--- config.mk ---
export PLATFORM = sky130hd
export DESIGN_NAME = indexed_list_table_engine
export DESIGN_NICKNAME = d
export VERILOG_FILES = /design/src/hw/rtl/ilte_pkg.sv /design/src/hw/rtl/ilte_alu.sv /design/src/hw/rtl/ilte_seq.sv /design/src/hw/rtl/indexed_list_table_engine.sv
export SDC_FILE = /design/constraint.sdc
export NUM_CORES = 1
export LEC_CHECK = 0
export BUFFER_PORTS_ARGS = -buffer_cell sky130_fd_sc_hd__buf_2
export CAP_MARGIN = 10
export CORE_MARGIN = 5
export CORE_UTILIZATION = 56
export CTS_CLUSTER_DIAMETER = 150
export DETAILED_ROUTE_END_ITERATION = 8
export GPL_TIMING_DRIVEN = 0
export MAX_ROUTING_LAYER = met4
export PLACE_DENSITY = 0.8
export SYNTH_ARGS = -nofsm -noshare
export SYNTH_HDL_FRONTEND = slang
export SYNTH_SLANG_ARGS = --single-unit
--- constraint.sdc ---
create_clock -name clk -period 5.1 [get_ports clk]
set_input_delay 0 -clock clk [delete_from_list [all_inputs] [get_ports clk]]
set_output_delay 0 -clock clk [all_outputs]
set_load 0.03 [all_outputs]
--- src/hw/rtl/ilte_pkg.sv ---
// Shared types, codes and defaults for the indexed list table engine.
package ilte_pkg;

  localparam int DEPTH_DEF = 16;

  typedef enum logic [3:0] {
    OP_PUSH   = 4'd0,
    OP_POP    = 4'd1,
    OP_INSERT = 4'd2,
    OP_REMOVE = 4'd3,
    OP_READ   = 4'd4,
    OP_WRITE  = 4'd5,
    OP_FRONT  = 4'd6,
    OP_BACK   = 4'd7,
    OP_FIND   = 4'd8,
    OP_SWAP   = 4'd9,
    OP_SORT   = 4'd10,
    OP_CLEAR  = 4'd11
  } req_code_t;

  typedef enum logic [2:0] {
    ST_OK       = 3'd0,
    ST_RANGE    = 3'd1,
    ST_EMPTY    = 3'd2,
    ST_FULL     = 3'd3,
    ST_NOTFOUND = 3'd4
  } status_t;

  typedef struct packed {
    logic [3:0]         req_type;
    logic [7:0]         position;
    logic [7:0]         other_position;
    logic signed [31:0] item_value;
  } req_t;

  typedef struct packed {
    logic signed [31:0] read_value;
    logic [7:0]         match_index;
    status_t            status;
    logic [4:0]         entry_count;
  } rsp_t;

  // Sequencer handshake toward the top level.
  typedef struct packed {
    logic idle;
    logic done;
  } ctl_t;

  // Outcome of the shared compare unit.
  typedef struct packed {
    logic eq;
    logic lt;
  } cmp_t;

endpackage

--- src/hw/rtl/ilte_alu.sv ---
// Shared signed compare unit used by find and sort.
module ilte_alu import ilte_pkg::*; (
  input  logic signed [31:0] a,
  input  logic signed [31:0] b,
  output cmp_t               res
);

  always_comb begin
    res.eq = (a == b);
    res.lt = (a < b);
  end

endmodule

--- src/hw/rtl/ilte_seq.sv ---
// Request sequencer with the entry store and the entry count.
module ilte_seq import ilte_pkg::*; #(
  parameter int DEPTH = DEPTH_DEF
) (
  input  logic clk,
  input  logic rst,
  input  logic take,
  input  req_t req,
  input  logic out_free,
  output ctl_t ctl,
  output rsp_t result
);

  localparam int AW = (DEPTH > 1) ? $clog2(DEPTH) : 1;
  localparam int CW = $clog2(DEPTH + 1);
  localparam int PW = (CW > 8) ? CW : 8;
  localparam logic [CW-1:0] CNT_MAX = CW'(DEPTH);
  localparam logic [CW-1:0] ONE = CW'(1);
  localparam logic [CW-1:0] TWO = CW'(2);

  typedef enum logic [16:0] {
    S_IDLE     = 17'h00001,
    S_DEC      = 17'h00002,
    S_RDW      = 17'h00004,
    S_INS_RD   = 17'h00008,
    S_INS_WR   = 17'h00010,
    S_REM_RD   = 17'h00020,
    S_REM_WR   = 17'h00040,
    S_FIND_RD  = 17'h00080,
    S_FIND_CMP = 17'h00100,
    S_SWP_A    = 17'h00200,
    S_SWP_B    = 17'h00400,
    S_SWP_C    = 17'h00800,
    S_SRT_RD0  = 17'h01000,
    S_SRT_LD   = 17'h02000,
    S_SRT_RD   = 17'h04000,
    S_SRT_CMP  = 17'h08000,
    S_DONE     = 17'h10000
  } state_t;

  state_t             state, state_next;
  logic [3:0]         op, op_next;
  logic [PW-1:0]      pos, pos_next;
  logic [PW-1:0]      pos2, pos2_next;
  logic signed [31:0] val, val_next;
  logic [CW-1:0]      count, count_next;
  logic [CW-1:0]      idx, idx_next;
  logic [CW-1:0]      lim, lim_next;
  logic signed [31:0] carry, carry_next;
  logic signed [31:0] rd, rd_next;
  logic [7:0]         match, match_next;
  status_t            stat, stat_next;

  logic [31:0]        mem [DEPTH];
  logic signed [31:0] rdata;
  logic               we;
  logic [AW-1:0]      waddr, raddr;
  logic signed [31:0] wdata;

  logic [PW-1:0]      cnt_p, idx_p;
  logic [CW-1:0]      cnt_m1, idx_m1, idx_p1;
  logic               pos_ok, pos2_ok;
  logic signed [31:0] alu_b;
  cmp_t               cmp;

  ilte_alu u_alu (
    .a   (rdata),
    .b   (alu_b),
    .res (cmp)
  );

  always_ff @(posedge clk) begin
    if (we) begin
      mem[waddr] <= wdata;
    end
    rdata <= mem[raddr];
  end

  always_comb begin
    cnt_p   = PW'(count);
    idx_p   = PW'(idx);
    cnt_m1  = count - ONE;
    idx_m1  = idx - ONE;
    idx_p1  = idx + ONE;
    pos_ok  = (pos < cnt_p);
    pos2_ok = (pos2 < cnt_p);
    alu_b   = (state == S_FIND_CMP) ? val : carry;
  end

  always_comb begin
    state_next = state;
    op_next    = op;
    pos_next   = pos;
    pos2_next  = pos2;
    val_next   = val;
    count_next = count;
    idx_next   = idx;
    lim_next   = lim;
    carry_next = carry;
    rd_next    = rd;
    match_next = match;
    stat_next  = stat;
    we         = 1'b0;
    waddr      = '0;
    wdata      = '0;
    raddr      = '0;

    case (state)
      S_IDLE: begin
        if (take) begin
          op_next    = req.req_type;
          pos_next   = PW'(req.position);
          pos2_next  = PW'(req.other_position);
          val_next   = req.item_value;
          state_next = S_DEC;
        end
      end

      S_DEC: begin
        rd_next    = '0;
        match_next = '0;
        stat_next  = ST_OK;
        state_next = S_DONE;
        case (op)
          OP_PUSH: begin
            if (count == CNT_MAX) begin
              stat_next = ST_FULL;
            end else begin
              we         = 1'b1;
              waddr      = count[AW-1:0];
              wdata      = val;
              count_next = count + ONE;
            end
          end
          OP_POP: begin
            if (count == '0) begin
              stat_next = ST_EMPTY;
            end else begin
              raddr      = cnt_m1[AW-1:0];
              count_next = cnt_m1;
              state_next = S_RDW;
            end
          end
          OP_INSERT: begin
            if (pos > cnt_p) begin
              stat_next = ST_RANGE;
            end else if (count == CNT_MAX) begin
              stat_next = ST_FULL;
            end else begin
              idx_next   = count;
              state_next = S_INS_RD;
            end
          end
          OP_REMOVE: begin
            if (!pos_ok) begin
              stat_next = ST_RANGE;
            end else begin
              idx_next   = pos[CW-1:0];
              state_next = S_REM_RD;
            end
          end
          OP_READ: begin
            if (!pos_ok) begin
              stat_next = ST_RANGE;
            end else begin
              raddr      = pos[AW-1:0];
              state_next = S_RDW;
            end
          end
          OP_WRITE: begin
            if (!pos_ok) begin
              stat_next = ST_RANGE;
            end else begin
              we    = 1'b1;
              waddr = pos[AW-1:0];
              wdata = val;
            end
          end
          OP_FRONT: begin
            if (count == '0) begin
              stat_next = ST_EMPTY;
            end else begin
              raddr      = '0;
              state_next = S_RDW;
            end
          end
          OP_BACK: begin
            if (count == '0) begin
              stat_next = ST_EMPTY;
            end else begin
              raddr      = cnt_m1[AW-1:0];
              state_next = S_RDW;
            end
          end
          OP_FIND: begin
            idx_next   = '0;
            state_next = S_FIND_RD;
          end
          OP_SWAP: begin
            if (!pos_ok || !pos2_ok) begin
              stat_next = ST_RANGE;
            end else begin
              raddr      = pos[AW-1:0];
              state_next = S_SWP_A;
            end
          end
          OP_SORT: begin
            if (count > ONE) begin
              lim_next   = count;
              state_next = S_SRT_RD0;
            end
          end
          OP_CLEAR: begin
            count_next = '0;
          end
          default: begin
            state_next = S_DONE;
          end
        endcase
      end

      S_RDW: begin
        rd_next    = rdata;
        state_next = S_DONE;
      end

      // Open the gap from the top down: move entry idx-1 to idx.
      S_INS_RD: begin
        if (idx_p == pos) begin
          we         = 1'b1;
          waddr      = idx[AW-1:0];
          wdata      = val;
          count_next = count + ONE;
          state_next = S_DONE;
        end else begin
          raddr      = idx_m1[AW-1:0];
          state_next = S_INS_WR;
        end
      end

      S_INS_WR: begin
        we         = 1'b1;
        waddr      = idx[AW-1:0];
        wdata      = rdata;
        idx_next   = idx_m1;
        state_next = S_INS_RD;
      end

      // Close the gap from the bottom up: move entry idx+1 to idx.
      S_REM_RD: begin
        if (idx_p1 >= count) begin
          count_next = cnt_m1;
          state_next = S_DONE;
        end else begin
          raddr      = idx_p1[AW-1:0];
          state_next = S_REM_WR;
        end
      end

      S_REM_WR: begin
        we         = 1'b1;
        waddr      = idx[AW-1:0];
        wdata      = rdata;
        idx_next   = idx_p1;
        state_next = S_REM_RD;
      end

      S_FIND_RD: begin
        if (idx >= count) begin
          stat_next  = ST_NOTFOUND;
          state_next = S_DONE;
        end else begin
          raddr      = idx[AW-1:0];
          state_next = S_FIND_CMP;
        end
      end

      S_FIND_CMP: begin
        if (cmp.eq) begin
          match_next = idx_p[7:0];
          state_next = S_DONE;
        end else begin
          idx_next   = idx_p1;
          state_next = S_FIND_RD;
        end
      end

      S_SWP_A: begin
        carry_next = rdata;
        raddr      = pos2[AW-1:0];
        state_next = S_SWP_B;
      end

      S_SWP_B: begin
        we         = 1'b1;
        waddr      = pos[AW-1:0];
        wdata      = rdata;
        state_next = S_SWP_C;
      end

      S_SWP_C: begin
        we         = 1'b1;
        waddr      = pos2[AW-1:0];
        wdata      = carry;
        state_next = S_DONE;
      end

      // One bubble pass: carry the largest entry seen toward slot lim-1.
      S_SRT_RD0: begin
        raddr      = '0;
        state_next = S_SRT_LD;
      end

      S_SRT_LD: begin
        carry_next = rdata;
        idx_next   = ONE;
        state_next = S_SRT_RD;
      end

      S_SRT_RD: begin
        if (idx >= lim) begin
          we    = 1'b1;
          waddr = idx_m1[AW-1:0];
          wdata = carry;
          if (lim == TWO) begin
            state_next = S_DONE;
          end else begin
            lim_next   = lim - ONE;
            state_next = S_SRT_RD0;
          end
        end else begin
          raddr      = idx[AW-1:0];
          state_next = S_SRT_CMP;
        end
      end

      S_SRT_CMP: begin
        we    = 1'b1;
        waddr = idx_m1[AW-1:0];
        if (cmp.lt) begin
          wdata = rdata;
        end else begin
          wdata      = carry;
          carry_next = rdata;
        end
        idx_next   = idx_p1;
        state_next = S_SRT_RD;
      end

      S_DONE: begin
        if (out_free) begin
          state_next = S_IDLE;
        end
      end

      default: begin
        state_next = S_IDLE;
      end
    endcase
  end

  always_ff @(posedge clk) begin
    if (rst) begin
      state <= S_IDLE;
      count <= '0;
    end else begin
      state <= state_next;
      count <= count_next;
    end
  end

  always_ff @(posedge clk) begin
    op    <= op_next;
    pos   <= pos_next;
    pos2  <= pos2_next;
    val   <= val_next;
    idx   <= idx_next;
    lim   <= lim_next;
    carry <= carry_next;
    rd    <= rd_next;
    match <= match_next;
    stat  <= stat_next;
  end

  always_comb begin
    ctl.idle           = (state == S_IDLE);
    ctl.done           = (state == S_DONE) && out_free;
    result.read_value  = rd;
    result.match_index = match;
    result.status      = stat;
    result.entry_count = cnt_p[4:0];
  end

endmodule

--- src/hw/rtl/indexed_list_table_engine.sv ---
// Top level of the indexed list table engine: request intake and result register.
//
// Requests arrive on req/req_valid; the engine raises req_stall while it works
// on one request and drops it again once that request's result has been
// handed to the result register. Results leave on rsp/rsp_valid and transfer
// at each edge where rsp_valid is high and rsp_stall is low. Every request
// produces exactly one result transfer.
//
// The entry store takes one read and one write per cycle and returns its read data
// registered; one signed compare unit is shared by find and sort. Insert and remove
// shift entries one at a time, find scans up from index zero, and sort runs bubble
// passes. The next request can transfer in the first cycle that rsp_valid is high.
// A new request is taken even while an earlier result sits stalled in the result
// register; the sequencer then holds its own result until the register frees up.
// Reset empties the list (count to zero) and drops any pending result.
module indexed_list_table_engine import ilte_pkg::*; #(
  parameter int DEPTH = DEPTH_DEF
) (
  input  logic clk,
  input  logic rst,
  input  logic req_valid,
  output logic req_stall,
  input  req_t req,
  output logic rsp_valid,
  input  logic rsp_stall,
  output rsp_t rsp
);

  ctl_t ctl;
  rsp_t result;
  logic accept;
  logic out_free;

  // Take a request only while the sequencer sits idle.
  assign req_stall = !ctl.idle;
  assign accept    = req_valid && !req_stall;

  // Result register is free when empty or transferring this cycle.
  assign out_free = !rsp_valid || !rsp_stall;

  ilte_seq #(
    .DEPTH (DEPTH)
  ) u_seq (
    .clk      (clk),
    .rst      (rst),
    .take     (accept),
    .req      (req),
    .out_free (out_free),
    .ctl      (ctl),
    .result   (result)
  );

  // Load a finished result; hold it while the receiver stalls.
  always_ff @(posedge clk) begin
    if (rst) begin
      rsp_valid <= 1'b0;
    end else if (ctl.done) begin
      rsp_valid <= 1'b1;
    end else if (!rsp_stall) begin
      rsp_valid <= 1'b0;
    end
  end

  always_ff @(posedge clk) begin
    if (ctl.done) begin
      rsp <= result;
    end
  end

  // An accepted request keeps the engine busy on the following cycle.
  a_busy_after_accept: assert property (@(posedge clk) disable iff (rst)
    accept |=> req_stall)
    else $error("engine took a request but did not go busy");

  // A result is never loaded over one that is still stalled.
  a_no_overwrite: assert property (@(posedge clk) disable iff (rst)
    ctl.done |-> (!rsp_valid || !rsp_stall))
    else $error("result register overwritten while stalled");

  // An empty-list failure reports no entries and no data.
  a_empty_status: assert property (@(posedge clk) disable iff (rst)
    (rsp_valid && rsp.status == ST_EMPTY) |->
      (rsp.entry_count == 5'd0 && rsp.read_value == 32'sd0))
    else $error("empty status with nonzero count or data");

  // A failed find reports index zero.
  a_notfound_index: assert property (@(posedge clk) disable iff (rst)
    (rsp_valid && rsp.status == ST_NOTFOUND) |-> (rsp.match_index == 8'd0))
    else $error("not-found result with nonzero index");

endmodule

==> results.yml <==
run_status:
  status: "finished with violations"
  violations: "negative setup slack"
route:
  vias: 18500
  viasPerCell: 6.65
  drcViolationCount: 0
  firstDrtPassIters: 6
  wire_per_inst_um: 30.8
  detail-route-antenna-nets: 0
  wl_um: 85500
  initialDrtViolationCount: 2803
place:
  place_congestion: 0.921
  placed_cell_area_um2: 32600
  dpl.hpwl_um: 51200
  placedCellCount: 2552
  port_buffers: 102
yosys:
  post-synth-top-count-cell: "edfxtp_1"
  yosys.area.top_type: "edfxtp_1"
  netlist_top_cells_count: "edfxtp_1, mux4_2, nor2_1"
  synth.area.top_cells: "edfxtp_1, mux4_2, dfxtp_1"
  synth_cell_types: 81
  async_reset_ff_share_pct: 0
  synth-main-ff-cell: "edfxtp_1"
  yosysSeqAreaShare_pct: 71.2
  ys.warnings.count: 0
  synth_edf_count: 691
  synth_seq_cells: 746
  syn_area_um2: 30700
  syn_inst: 1734
  yosys.area.top_type_share_pct: 67.6
  syn_avg_cell_area_um2: 17.7
setup_path:
  crit_arrival_ns: 5.45
  cp_slowest_stage_delay_ns: 0.56
  worstSetupStartpointType: "flop"
  cp_common_cell: "a21o_1"
  critPathRequiredTime_ns: 5.42
  critPathKind: "reg2reg"
  cp_cell_sequence: "or4_4 -> nor4_4 -> and2b_2 -> and4b_2 -> buf_6 -> buf_12 -> mux2i_1 -> ha_1 -> a21o_1 -> a21o_1 -> a21o_1 -> a21oi_2 -> o21ai_2 -> a21oi_2 -> and4b_2 -> o31ai_4 -> buf_4 -> clkbuf_16 -> a221o_4"
  crit_path_end_kind: "flop"
  path_delay_family: "simple AND/OR/NAND/NOR gates"
  slowest_stage: "or4_4"
  critPathMaxFanout: 16
  crit_buf_inv: 4
sta:
  max_clock_freq_mhz: 195
  slew_headroom_pct: 34.4
  setup_viol: 46
  setup_ws_ns: -0.0308
  layout_min_cycle_time_ns: 5.13
  finClkSkew_ns: 0.0275
  finalCritPeriodShare_pct: 101
  finalHoldViolations: 0
  maxSlewViolCount: 0
  tightest_slew_ns: 0.981
  rsz0062_at_grt: "true"
clock_tree:
  cts_sinks: 746
  cts_buffer_depth: 3
  clk_latency_ns: 0.62
  cts_tree: "done"
  clkTransAtPathRegs_ns: 0.07
  htreeDepth: 3
  cts_buffers: 76
  root_buffer: "clkbuf_16"
layout:
  final_cell_area_um2: 36600
  area_growth_pct: 19.2
  nets: 2136
  drive_above_1_share_pct: 25.9
  fin_cells: 2776
floorplan:
  placementRows: 85
  core_um2: 54000
  die_width_um: 244
  initial_utilization_pct: 56.8
  pin_count: 106
  die-area_um2: 59600
  die-height_um: 244
global_routing:
  grt_util_all_layers_pct: 28.5
  antenna_found_initial: 4
  grt_pass1_wl_um: 122000
  grt_pass1_vias: 18500
  grt_max_degree: 35
  grt-ovfl-total: 0
power_and_ir_drop:
  cellLeakagePower_nw: 13.5
  p_per_area_nw_per_um2: 348
  peakVddDrop_uv: 266
hold_path:
  min_path_type: "in2reg"
job:
  cap_viol_max_count: 0
==> sequential cells by signal, indices dropped and copies added, names as in the netlist <==
| signal | cells |
|---|---|
| rsp | 45 |
| rsp_valid | 1 |
| u_seq.carry | 32 |
| u_seq.count | 5 |
| u_seq.idx | 5 |
| u_seq.lim | 5 |
| u_seq.match | 5 |
| u_seq.mem | 512 |
| u_seq.op | 4 |
| u_seq.pos | 8 |
| u_seq.pos2 | 8 |
| u_seq.rd | 32 |
| u_seq.rdata | 32 |
| u_seq.stat | 3 |
| u_seq.state | 17 |
| u_seq.val | 32 |
==> power breakdown <==
| part | switching, mW | internal (mW) | total, mW |
|---|---|---|---|
| sequential | 0.0434 | 6.65 | 6.69 |
| clock | 2.43 | 3.36 | 5.79 |
| combinational | 0.140 | 0.106 | 0.245 |
==> layer usage <==
| layer | global-route usage (%) | vias to the layer above | routed length (µm) |
|---|---|---|---|
| li1 | - | 7635 | - |
| met1 | 37.9 | 9306 | 31300 |
| met2 | 46.1 | 1345 | 42200 |
| met3 | 5.77 | 169 | 9960 |
| met4 | 7.27 | 0 | 2030 |
| met5 | - | - | 0 |
==> repair_timing <==
item                                    in CTS  in global routing
cloned                                       0                  8
buffers inserted                            10                 10
resized for setup                           95                 52
endpoints found under the setup margin     571                598
hold endpoints to repair                    91                  0
hold buffers                                55                  0
pin swaps                                    5                 11
==> cell type report <==
class | instances | area, µm²
well taps | 696 | 871
multi-input cells | 881 | 8860
repair buffers | 197 | 1700
fillers | 3315 | 17500
diodes | 2 | 5.00
inverters | 32 | 120
plain buffers | 83 | 583
clock buffers | 98 | 2040
flip-flops and latches | 746 | 21900
clock inverters | 41 | 529
==> through the flow <==
stage | setup TNS [ns] | total power, mW | util [%] | worst slack [ns] | hold WS [ns]
after floorplan | 0 | 6.93 | - | 0.0449 | 0.0716
after global placement | -1606.90 | 7.01 | 59.4 | -1.98 | 0.176
after detailed placement | -800.66 | 7.02 | 60.4 | -1.66 | 0.178
after CTS | 0 | 12.7 | 66.9 | 0.0211 | 0.0711
after global routing | -49.36 | 13.1 | 67.7 | -0.195 | 0.0952
final | -0.463 | 12.7 | 67.7 | -0.0308 | 0.0840
==> cell usage in the layout (no fill, tap or decap), types with 10 or more instances in the layout <==
cell type / synthesis / layout
clkinv_2: 0 / 10
mux4_1: 10 / 10
a21o_4: 0 / 37
mux2i_1: 32 / 31
inv_1: 31 / 31
nor2_4: 1 / 18
a21o_1: 49 / 18
a31oi_1: 11 / 11
nor3_1: 22 / 20
o22ai_1: 10 / 10
nor4_1: 10 / 10
and2_1: 40 / 38
clkbuf_1: 35 / 47
o21ai_0: 27 / 23
nand3_1: 12 / 10
nand4_1: 12 / 12
buf_2: 24 / 122
edfxtp_1: 691 / 691
bufinv_16: 0 / 10
buf_12: 3 / 17
mux4_2: 118 / 118
dlygate4sd3_1: 0 / 55
nand2_1: 76 / 75
xnor2_1: 14 / 14
dfxtp_1: 55 / 53
a22o_1: 38 / 31
nor2b_1: 10 / 10
ha_1: 63 / 63
nor2_1: 80 / 63
buf_4: 14 / 32
a22oi_1: 64 / 64
a21oi_1: 35 / 32
clkbuf_16: 0 / 78
o21a_1: 10 / 10
==> cell families after synthesis <==
kind of cell             Yosys count  synth area share [%]
AO/OA/AOI/OAI                    299                  7.16
buffers and inverters            116                  2.01
XOR/XNOR                          19                 0.542
other                              1                0.0122
adder cells (fa/ha/maj)           63                  2.57
multiplexers                     163                  10.7
flip-flops                       746                  71.2
AND/OR/NAND/NOR                  327                  5.80
==> worst register-to-register path: cells and delay by family (launching register included) <==
kind,cells,cell delay [ns]
AOI/OAI and AO/OA,8,1.63
and+or+nand+nor,5,1.70
muxes,1,0.23
adders and majority gates,1,0.27
buffers and inverters,4,0.62
DFF,1,0.37
==> worst paths after layout <==
kind | startpoint | end | slack (ns) | cells past startpoint
setup / recovery | u_seq.state[5] | u_seq.mem[3][0] | -0.03 | 19
setup reg to reg | u_seq.state[5] | u_seq.mem[3][0] | -0.03 | 19
hold / removal | req[10] | u_seq.val[10] | 0.08 | 2
hold reg to reg | u_seq.rd[18] | rsp[34] | 0.42 | 0
No activity file was read; power rests on OpenSTA's default activity.
